**src/rtl/core/sptw_pkg.sv**
```systemverilog
package sptw_pkg;

  localparam int unsigned AdcBitsDef = 12;

  localparam int unsigned LogSteps = 28;
  localparam int unsigned MantW    = 31;
  localparam int unsigned LogLat   = LogSteps + 2;

  localparam logic [27:0] Ln2Q28 = 28'd186065279;

  localparam int unsigned Scale33M = 33000000;
  localparam int unsigned NumScale = 3300;
  localparam int unsigned FullScale = 2500;
  localparam int unsigned EncScale = 66000;
  localparam int unsigned MoistScale = 100;
  localparam int unsigned MoistFull = 3722;

  localparam logic signed [47:0] ShC1 = 48'sd90174774800;
  localparam logic signed [35:0] ShC2 = 36'sd24891903100;
  localparam logic signed [25:0] ShC3 = 26'sd20432139;
  localparam logic [55:0] TwoE16 = 56'd20000000000000000;

  localparam int unsigned SoilQb    = 18;
  localparam int unsigned EncQb     = 16;
  localparam logic [17:0] QSatLimit = 18'd92850;

  localparam logic signed [16:0] SoilInvalid = -17'sd9990;
  localparam logic signed [16:0] SoilMax     = 17'sd65535;
  localparam logic signed [16:0] SoilHot     = 17'sd3800;
  localparam logic [15:0] EncOffset = 16'd5000;
  localparam logic [15:0] ChargeHiQ = 16'd8700;
  localparam logic [6:0]  DryReset  = 7'd50;
  localparam logic [6:0]  MoistSat  = 7'd127;

  localparam int unsigned OutW = 48;

  function automatic logic signed [63:0] round20(input logic signed [63:0] v);
    logic [63:0] m;
    logic [63:0] r;
    m = v[63] ? 64'(-v) : 64'(v);
    r = (m + 64'd524288) >> 20;
    return v[63] ? -$signed(r) : $signed(r);
  endfunction

endpackage

```
**src/rtl/core/sptw_div.sv**
```systemverilog
module sptw_div import sptw_pkg::*; #(
  parameter int unsigned NW = 32,
  parameter int unsigned DW = 16,
  parameter int unsigned QB = 16
) (
  input  logic          clk_i,
  input  logic          en_i,
  input  logic [NW-1:0] num_i,
  input  logic [DW-1:0] den_i,
  output logic [QB-1:0] quo_o
);

  localparam int unsigned CW = NW + DW + QB;

  logic [NW-1:0] rem_q [QB];
  logic [DW-1:0] den_q [QB];
  logic [QB-1:0] quo_q [QB];
  logic [NW-1:0] ri [QB];
  logic [DW-1:0] di [QB];
  logic [QB-1:0] qi [QB];
  logic [NW-1:0] r_nx [QB];
  logic [QB-1:0] q_nx [QB];

  always_comb begin
    ri[0] = num_i;
    di[0] = den_i;
    qi[0] = '0;
    for (int j = 1; j < QB; j++) begin
      ri[j] = rem_q[j-1];
      di[j] = den_q[j-1];
      qi[j] = quo_q[j-1];
    end
  end

  // one quotient bit per stage, msb first
  always_comb begin
    logic [CW-1:0] sh;
    for (int j = 0; j < QB; j++) begin
      sh = CW'(di[j]) << (QB - 1 - j);
      if (CW'(ri[j]) >= sh) begin
        r_nx[j] = NW'(CW'(ri[j]) - sh);
        q_nx[j] = qi[j] | (QB'(1) << (QB - 1 - j));
      end else begin
        r_nx[j] = ri[j];
        q_nx[j] = qi[j];
      end
    end
  end

  always_ff @(posedge clk_i) begin
    if (en_i) begin
      for (int j = 0; j < QB; j++) begin
        rem_q[j] <= r_nx[j];
        den_q[j] <= di[j];
        quo_q[j] <= q_nx[j];
      end
    end
  end

  assign quo_o = quo_q[QB-1];

endmodule

```
**config.mk**
```make
export PLATFORM = sky130hd
export DESIGN_NAME = sptw_div
export DESIGN_NICKNAME = d
export VERILOG_FILES = /design/src/rtl/core/sptw_pkg.sv /design/src/rtl/core/sptw_div.sv
export SDC_FILE = /design/constraint.sdc
export NUM_CORES = 1
export LEC_CHECK = 0
export BUFFER_PORTS_ARGS = -buffer_cell sky130_fd_sc_hd__buf_2
export CAP_MARGIN = 40
export CELL_PAD_IN_SITES_DETAIL_PLACEMENT = 0
export CELL_PAD_IN_SITES_GLOBAL_PLACEMENT = 1
export CORE_AREA = 5 5 318 320
export CTS_BUF_LIST = sky130_fd_sc_hd__clkbuf_4 sky130_fd_sc_hd__clkbuf_8 sky130_fd_sc_hd__clkbuf_16
export DETAILED_ROUTE_END_ITERATION = 8
export DIE_AREA = 0 0 323 325
export PLACE_DENSITY_LB_ADDON = 0.1
export SETUP_SLACK_MARGIN = 0.3
export SLEW_MARGIN = 10
export SYNTH_ARGS = -nofsm -noshare
export SYNTH_HDL_FRONTEND = slang
export SYNTH_SLANG_ARGS = --single-unit
```
**constraint.sdc**
```tcl
create_clock -name clk_i -period 9.85 [get_ports clk_i]
set_input_delay 0.985 -clock clk_i [delete_from_list [all_inputs] [get_ports clk_i]]
set_output_delay 0.985 -clock clk_i [all_outputs]
set_load 0.05 [all_outputs]
```
# [Word level (Yosys, flattened, before mapping)]
# Memory sizes are Yosys's and may differ from the RTL's.
# Cells that the tools add are included.
[op_classes] order_cmp=16 add_sub_neg=16 n_mux=34
[op_table] op="$mux 32" count=16
[op_table] op="$ge 32x16->1" count=1
[op_table] op="$ge 32x17->1" count=1
[op_table] op="$ge 32x18->1" count=1
[op_table] op="$ge 32x19->1" count=1
[op_table] op="$ge 32x20->1" count=1
[op_table] op="$ge 32x21->1" count=1
[op_table] op="$ge 32x22->1" count=1
[op_table] op="$ge 32x23->1" count=1
[op_table] op="$ge 32x24->1" count=1
[op_table] op="$ge 32x25->1" count=1
[op_table] op="$ge 32x26->1" count=1
[op_table] op="$ge 32x27->1" count=1
[op_table] op="$ge 32x28->1" count=1
[op_table] op="$ge 32x29->1" count=1
[op_table] op="$ge 32x30->1" count=1
[op_table] op="$ge 32x31->1" count=1
[op_table] op="$sub 32x16->32" count=1
[op_table] op="$sub 32x17->32" count=1
[op_table] op="$sub 32x18->32" count=1
[op_table] op="$sub 32x19->32" count=1
[op_table] op="$sub 32x20->32" count=1
[op_table] op="$sub 32x21->32" count=1
[op_table] op="$sub 32x22->32" count=1
[op_table] op="other kinds (25)" count=27
[totals] input_bits=50 n_memories=3 ramBits=1024 output_inout_bits=16 word_cells=69 ff_bits=0
[mem_list] memory="rem_q" depth=16 width=32 read_ports=15 rd_clocked_by_memory_dff=0 write_ports=16 line_no="sptw_div.sv:15" rtl="logic [NW-1:0] rem_q [QB];"
[mem_list] memory="den_q" depth=16 width=16 read_ports=15 rd_clocked_by_memory_dff=0 write_ports=16 line_no="sptw_div.sv:16" rtl="logic [DW-1:0] den_q [QB];"
[mem_list] memory="quo_q" depth=16 width=16 read_ports=16 rd_clocked_by_memory_dff=0 write_ports=16 line_no="sptw_div.sv:17" rtl="logic [QB-1:0] quo_q [QB];"

# [Longest topological paths before layout]
# An unclocked memory read counts as a cell.
[logic_depth] depth_word=3 ltp_mapped=14 ltp_nobuf=13

# [Least setup slack after synthesis]
# No wires, ideal clock.
[synth_path] path_type="in2reg" from="in den_i[3]" to="mem rem_q[0][15] (data pin)" t_required_ns=9.584 setup_time_ns=0.266 arrival_ns=3.242 cell_stages=11 setup_slack_ns=6.341 path_buffers=2 cell_sequence="inv_1 -> ha_1 -> nand3_1 -> o221ai_1 -> a21oi_1 -> o221ai_1 -> a41oi_1 -> a21oi_1 -> clkbuf_1 -> buf_1 -> a21oi_1"
[synth_rtl] element="from (decl)" line_no="sptw_div.sv:9" rtl="input logic [DW-1:0] den_i,"
[synth_rtl] element="to (decl)" line_no="sptw_div.sv:15"

==> out/qor.csv <==
stage,metric,value,unit
route,DR pass1 iterations,5,
clock_tree,Num CTS Buffers,96,
route,via count,28180,
logic_synthesis,"Seq/Total Area, Yosys",58.72,%
die,Die H,325,um
grt,initial antenna violation count,1,
logic_synthesis,Async SR Flop Fraction,0,%
layout,"commonest non-fill, non-tap cell in the layout",edfxtp_1,
route,DRC Markers,0,
logic_synthesis,dominant synthesized flop cell,edfxtp_1,
worst_setup_path,required time of the critical path,10330,ps
run,max_cap viols,0,
worst_setup_path,WP data arrival,4340,ps
route,Routed WL per cell,19.40,um
worst_setup_path,"Slowest-stage cell, CP",o31ai_1,
status,status,finished clean,
layout,design area,0.04914,mm2
logic_synthesis,Synth Cell Area,0.04377,mm2
clock_tree,clock-pin slew of the registers on the worst-case setup and hold paths,60,ps
logic_synthesis,syn nets,3947,
layout,P&R area growth vs syn,12.26,%
timing,setup violators final,0,
timing,fin crit period,3869,ps
grt,GRT Resource Usage Total,18.60,%
power,worst IR drop on VDD,0.1357,mV
logic_synthesis,Post-synth EDFFs,856,
worst_hold_path,hold endpoint,quo_q[0][63],
clock_tree,CTS root buf,clkbuf_16,
die,initial core utilization,44.74,%
placement,GPL Wtd Cong,0.8561,
logic_synthesis,Mean Syn Cell Area,12.07,um2
grt,largest net degree at the start of global routing,202,
layout,FILL cells,8641,
layout,share of cells above drive strength 1,9.081,%
clock_tree,# H-tree levels,3,
worst_setup_path,Critical Path Fanout Max,3,
clock_tree,clock sink total,856,
logic_synthesis,cell count after synthesis,3626,
worst_setup_path,crit-path leading delay family,compound AO/OA/AOI/OAI gates,
route,Via density,5.504,
clock_tree,clk_lat worst skew,680,ps
clock_tree,"Hold-fix buffers, CTS",0,
route,Detailed Route Iter0 Violations,2017,
logic_synthesis,post-synthesis register bit count,856,
worst_hold_path,Hold Path Class,reg2reg,
timing,clock skew,23.90,ps
worst_setup_path,"critical path, cell by cell","inv_1, ha_1, inv_1, fa_1, a211oi_1, o21bai_1, o31ai_1, o21ai_0, o41a_1, a211o_1, or3_1, xnor2_1",
timing,Tcrit/Tclk final,39.28,%
die,Std-Cell Rows,115,
layout,Final nets,4073,
layout,ANT cells,0,
worst_setup_path,CP endpoint kind,register,
worst_setup_path,kind of critical path,reg2reg,
worst_setup_path,CP max stage delay,470,ps
logic_synthesis,leading area contributor after synthesis,edfxtp_1,
grt,vias in the first global route,28510,
grt,Congestion Overflow GR,0,
worst_hold_path,startpoint of the worst hold path,quo_q[0][47],
die,Horiz. Die Dim,323,um
timing,Fin Setup TNS,0,ps
timing,max-slew violation count,0,
logic_synthesis,post-synthesis cell type count,84,
clock_tree,clk buf depth,3,
worst_setup_path,register-to-register setup slack,5980,ps
worst_setup_path,Worst setup SP type,register,
clock_tree,setup bufs post-CTS,0,
logic_synthesis,warnings from Yosys,0,
timing,"Hold Violations, Final",0,
placement,Area after DPL,0.04581,mm2
worst_setup_path,worst reg2reg path depth,12,
worst_setup_path,worst r2r dst,rem_q[0][190],
route,post-route ant nets,0,
power,power per cell area,276.1,mW/mm2
worst_hold_path,Worst Hold Depth,0,
die,total die area,0.1050,mm2
placement,Post-DP HPWL,73.31,mm
worst_setup_path,Crit path buffers/inverters,2,
clock_tree,TritonCTS clock tree,built,
worst_setup_path,worst r2r src,rem_q[0][138],
logic_synthesis,largest cells by area after synthesis,"edfxtp_1 (59%), ha_1 (7.3%), inv_1 (2.9%), xor2_1 (2.8%), a21oi_1 (2.8%)",
die,core area,0.09784,mm2
die,I/O pins,66,
layout,most frequent cells in the layout,"edfxtp_1 (856), inv_1 (338), ha_1 (256)",
logic_synthesis,area share of the largest cell type after synthesis,58.72,%
timing,unrepaired setup endpoints after global routing,false,
clock_tree,CTS resizes,0,
power,leak pwr,18.80,nW
route,DRT Wirelength,99.31,mm
worst_setup_path,cell mode on critical path,inv_1,
timing,FMAX,258.5,MHz
timing,Max-slew headroom,21.88,%
placement,# port buffers,65,
timing,Worst Tran Pin Value,1172,ps
grt,first-pass GRT wire length,156.0,mm
## area by class of cell
type	instances	area (um2)	share of cell area, %
sequential	856	25700	52.31
multi-input combinational	2368	16580	33.73
clock buffer	108	2492	5.072
tap	1287	1610	3.277
inverter	340	1276	2.597
clock inverter	70	842.1	1.714
timing repair buffer	90	638.1	1.299
## metrics by stage
| step | total power, mW | utilization (%) | hold WS (ps) | cells | setup slack, ps |
|---|---|---|---|---|---|
| after floorplan | 8.612 | - | 400.3 | 3626 | 6341 |
| after global placement | 9.827 | 46.67 | 400.6 | 4932 | 5811 |
| after detailed placement | 9.882 | 46.82 | 404.5 | 4941 | 5975 |
| after CTS | 13.70 | 50.22 | 415.2 | 5119 | 5928 |
| after global routing | 14.42 | 50.22 | 416.5 | 5119 | 5681 |
| final | 13.57 | 50.22 | 412.8 | 5119 | 5981 |
## worst max-delay path by stage
stage	from	end	cells past startpoint
after floorplan	den_i[3]	rem_q[0][15]	11
after global placement	rem_q[0][138]	rem_q[0][188]	13
after detailed placement	rem_q[0][138]	rem_q[0][190]	12
after CTS	rem_q[0][138]	rem_q[0][190]	12
after global routing	rem_q[0][138]	rem_q[0][190]	12
final	rem_q[0][138]	rem_q[0][190]	12
## layer usage
| layer | vias up | part of all wire (%) | GRT usage, % | routed length (um) |
|---|---|---|---|---|
| li1 | 13740 | - | - | - |
| met3 | 184 | 3.9 | 2.856 | 3825 |
| met1 | 13610 | 42 | 22.64 | 41450 |
| met4 | 2 | 3.6 | 7.193 | 3616 |
| met5 | - | 0.012 | 0 | 12 |
| met2 | 637 | 51 | 33.19 | 50410 |
## registers in the layout, summed over array words and instances (netlist names)
register,cells
rem_q,480
quo_q,136
den_q,240
## cell usage after synthesis (6+ instances only)
library cell,instances
inv_1,338
or2_2,16
nor3_1,100
nand3b_1,14
xnor2_1,140
nor4_1,52
nand4b_1,11
a2111oi_0,12
o21bai_1,23
ha_1,256
and3_1,27
o21ai_0,180
a31oi_1,27
nand4_1,35
a21boi_0,6
nand2b_1,39
fa_1,15
a31o_2,9
nand3_1,43
a41oi_1,7
a21o_1,81
a211oi_1,23
or4_1,18
nand2_1,232
edfxtp_1,856
and2_1,17
nor2_1,236
clkbuf_1,49
o211ai_1,18
mux2_2,51
a21oi_1,245
o21a_1,47
nor2b_1,38
o31ai_1,28
a211o_1,13
xor2_1,141
a221oi_1,7
o2111ai_1,8
nor4b_1,14
buf_2,8
o31a_1,17
or3_1,38
## power breakdown
group          internal [mW]  switching (mW)
logic                   1.83            2.44
clock network           2.23            1.50
registers               5.03           0.533
total                   9.09            4.48
## worst reg2reg max path, cell delays in order (launching register included)
cell and delay (ps):
edfxtp_1 440, inv_1 90, ha_1 160, inv_1 60, fa_1 420, a211oi_1 300, o21bai_1 150, o31ai_1 470
o21ai_0 310, o41a_1 390, a211o_1 330, or3_1 330, xnor2_1 250
## kinds of logic after synthesis
kind of cell	count (synthesis)	synth area share, %
buffers and inverters	402	3.487
adders and majority gates	271	8.003
and+or+nand+nor	952	10.92
AOI/OAI and AO/OA	808	11.82
xor gates and xnor gates	281	5.622
muxes	56	1.426
DFF	856	58.72
(Power assumes the default switching activity.)
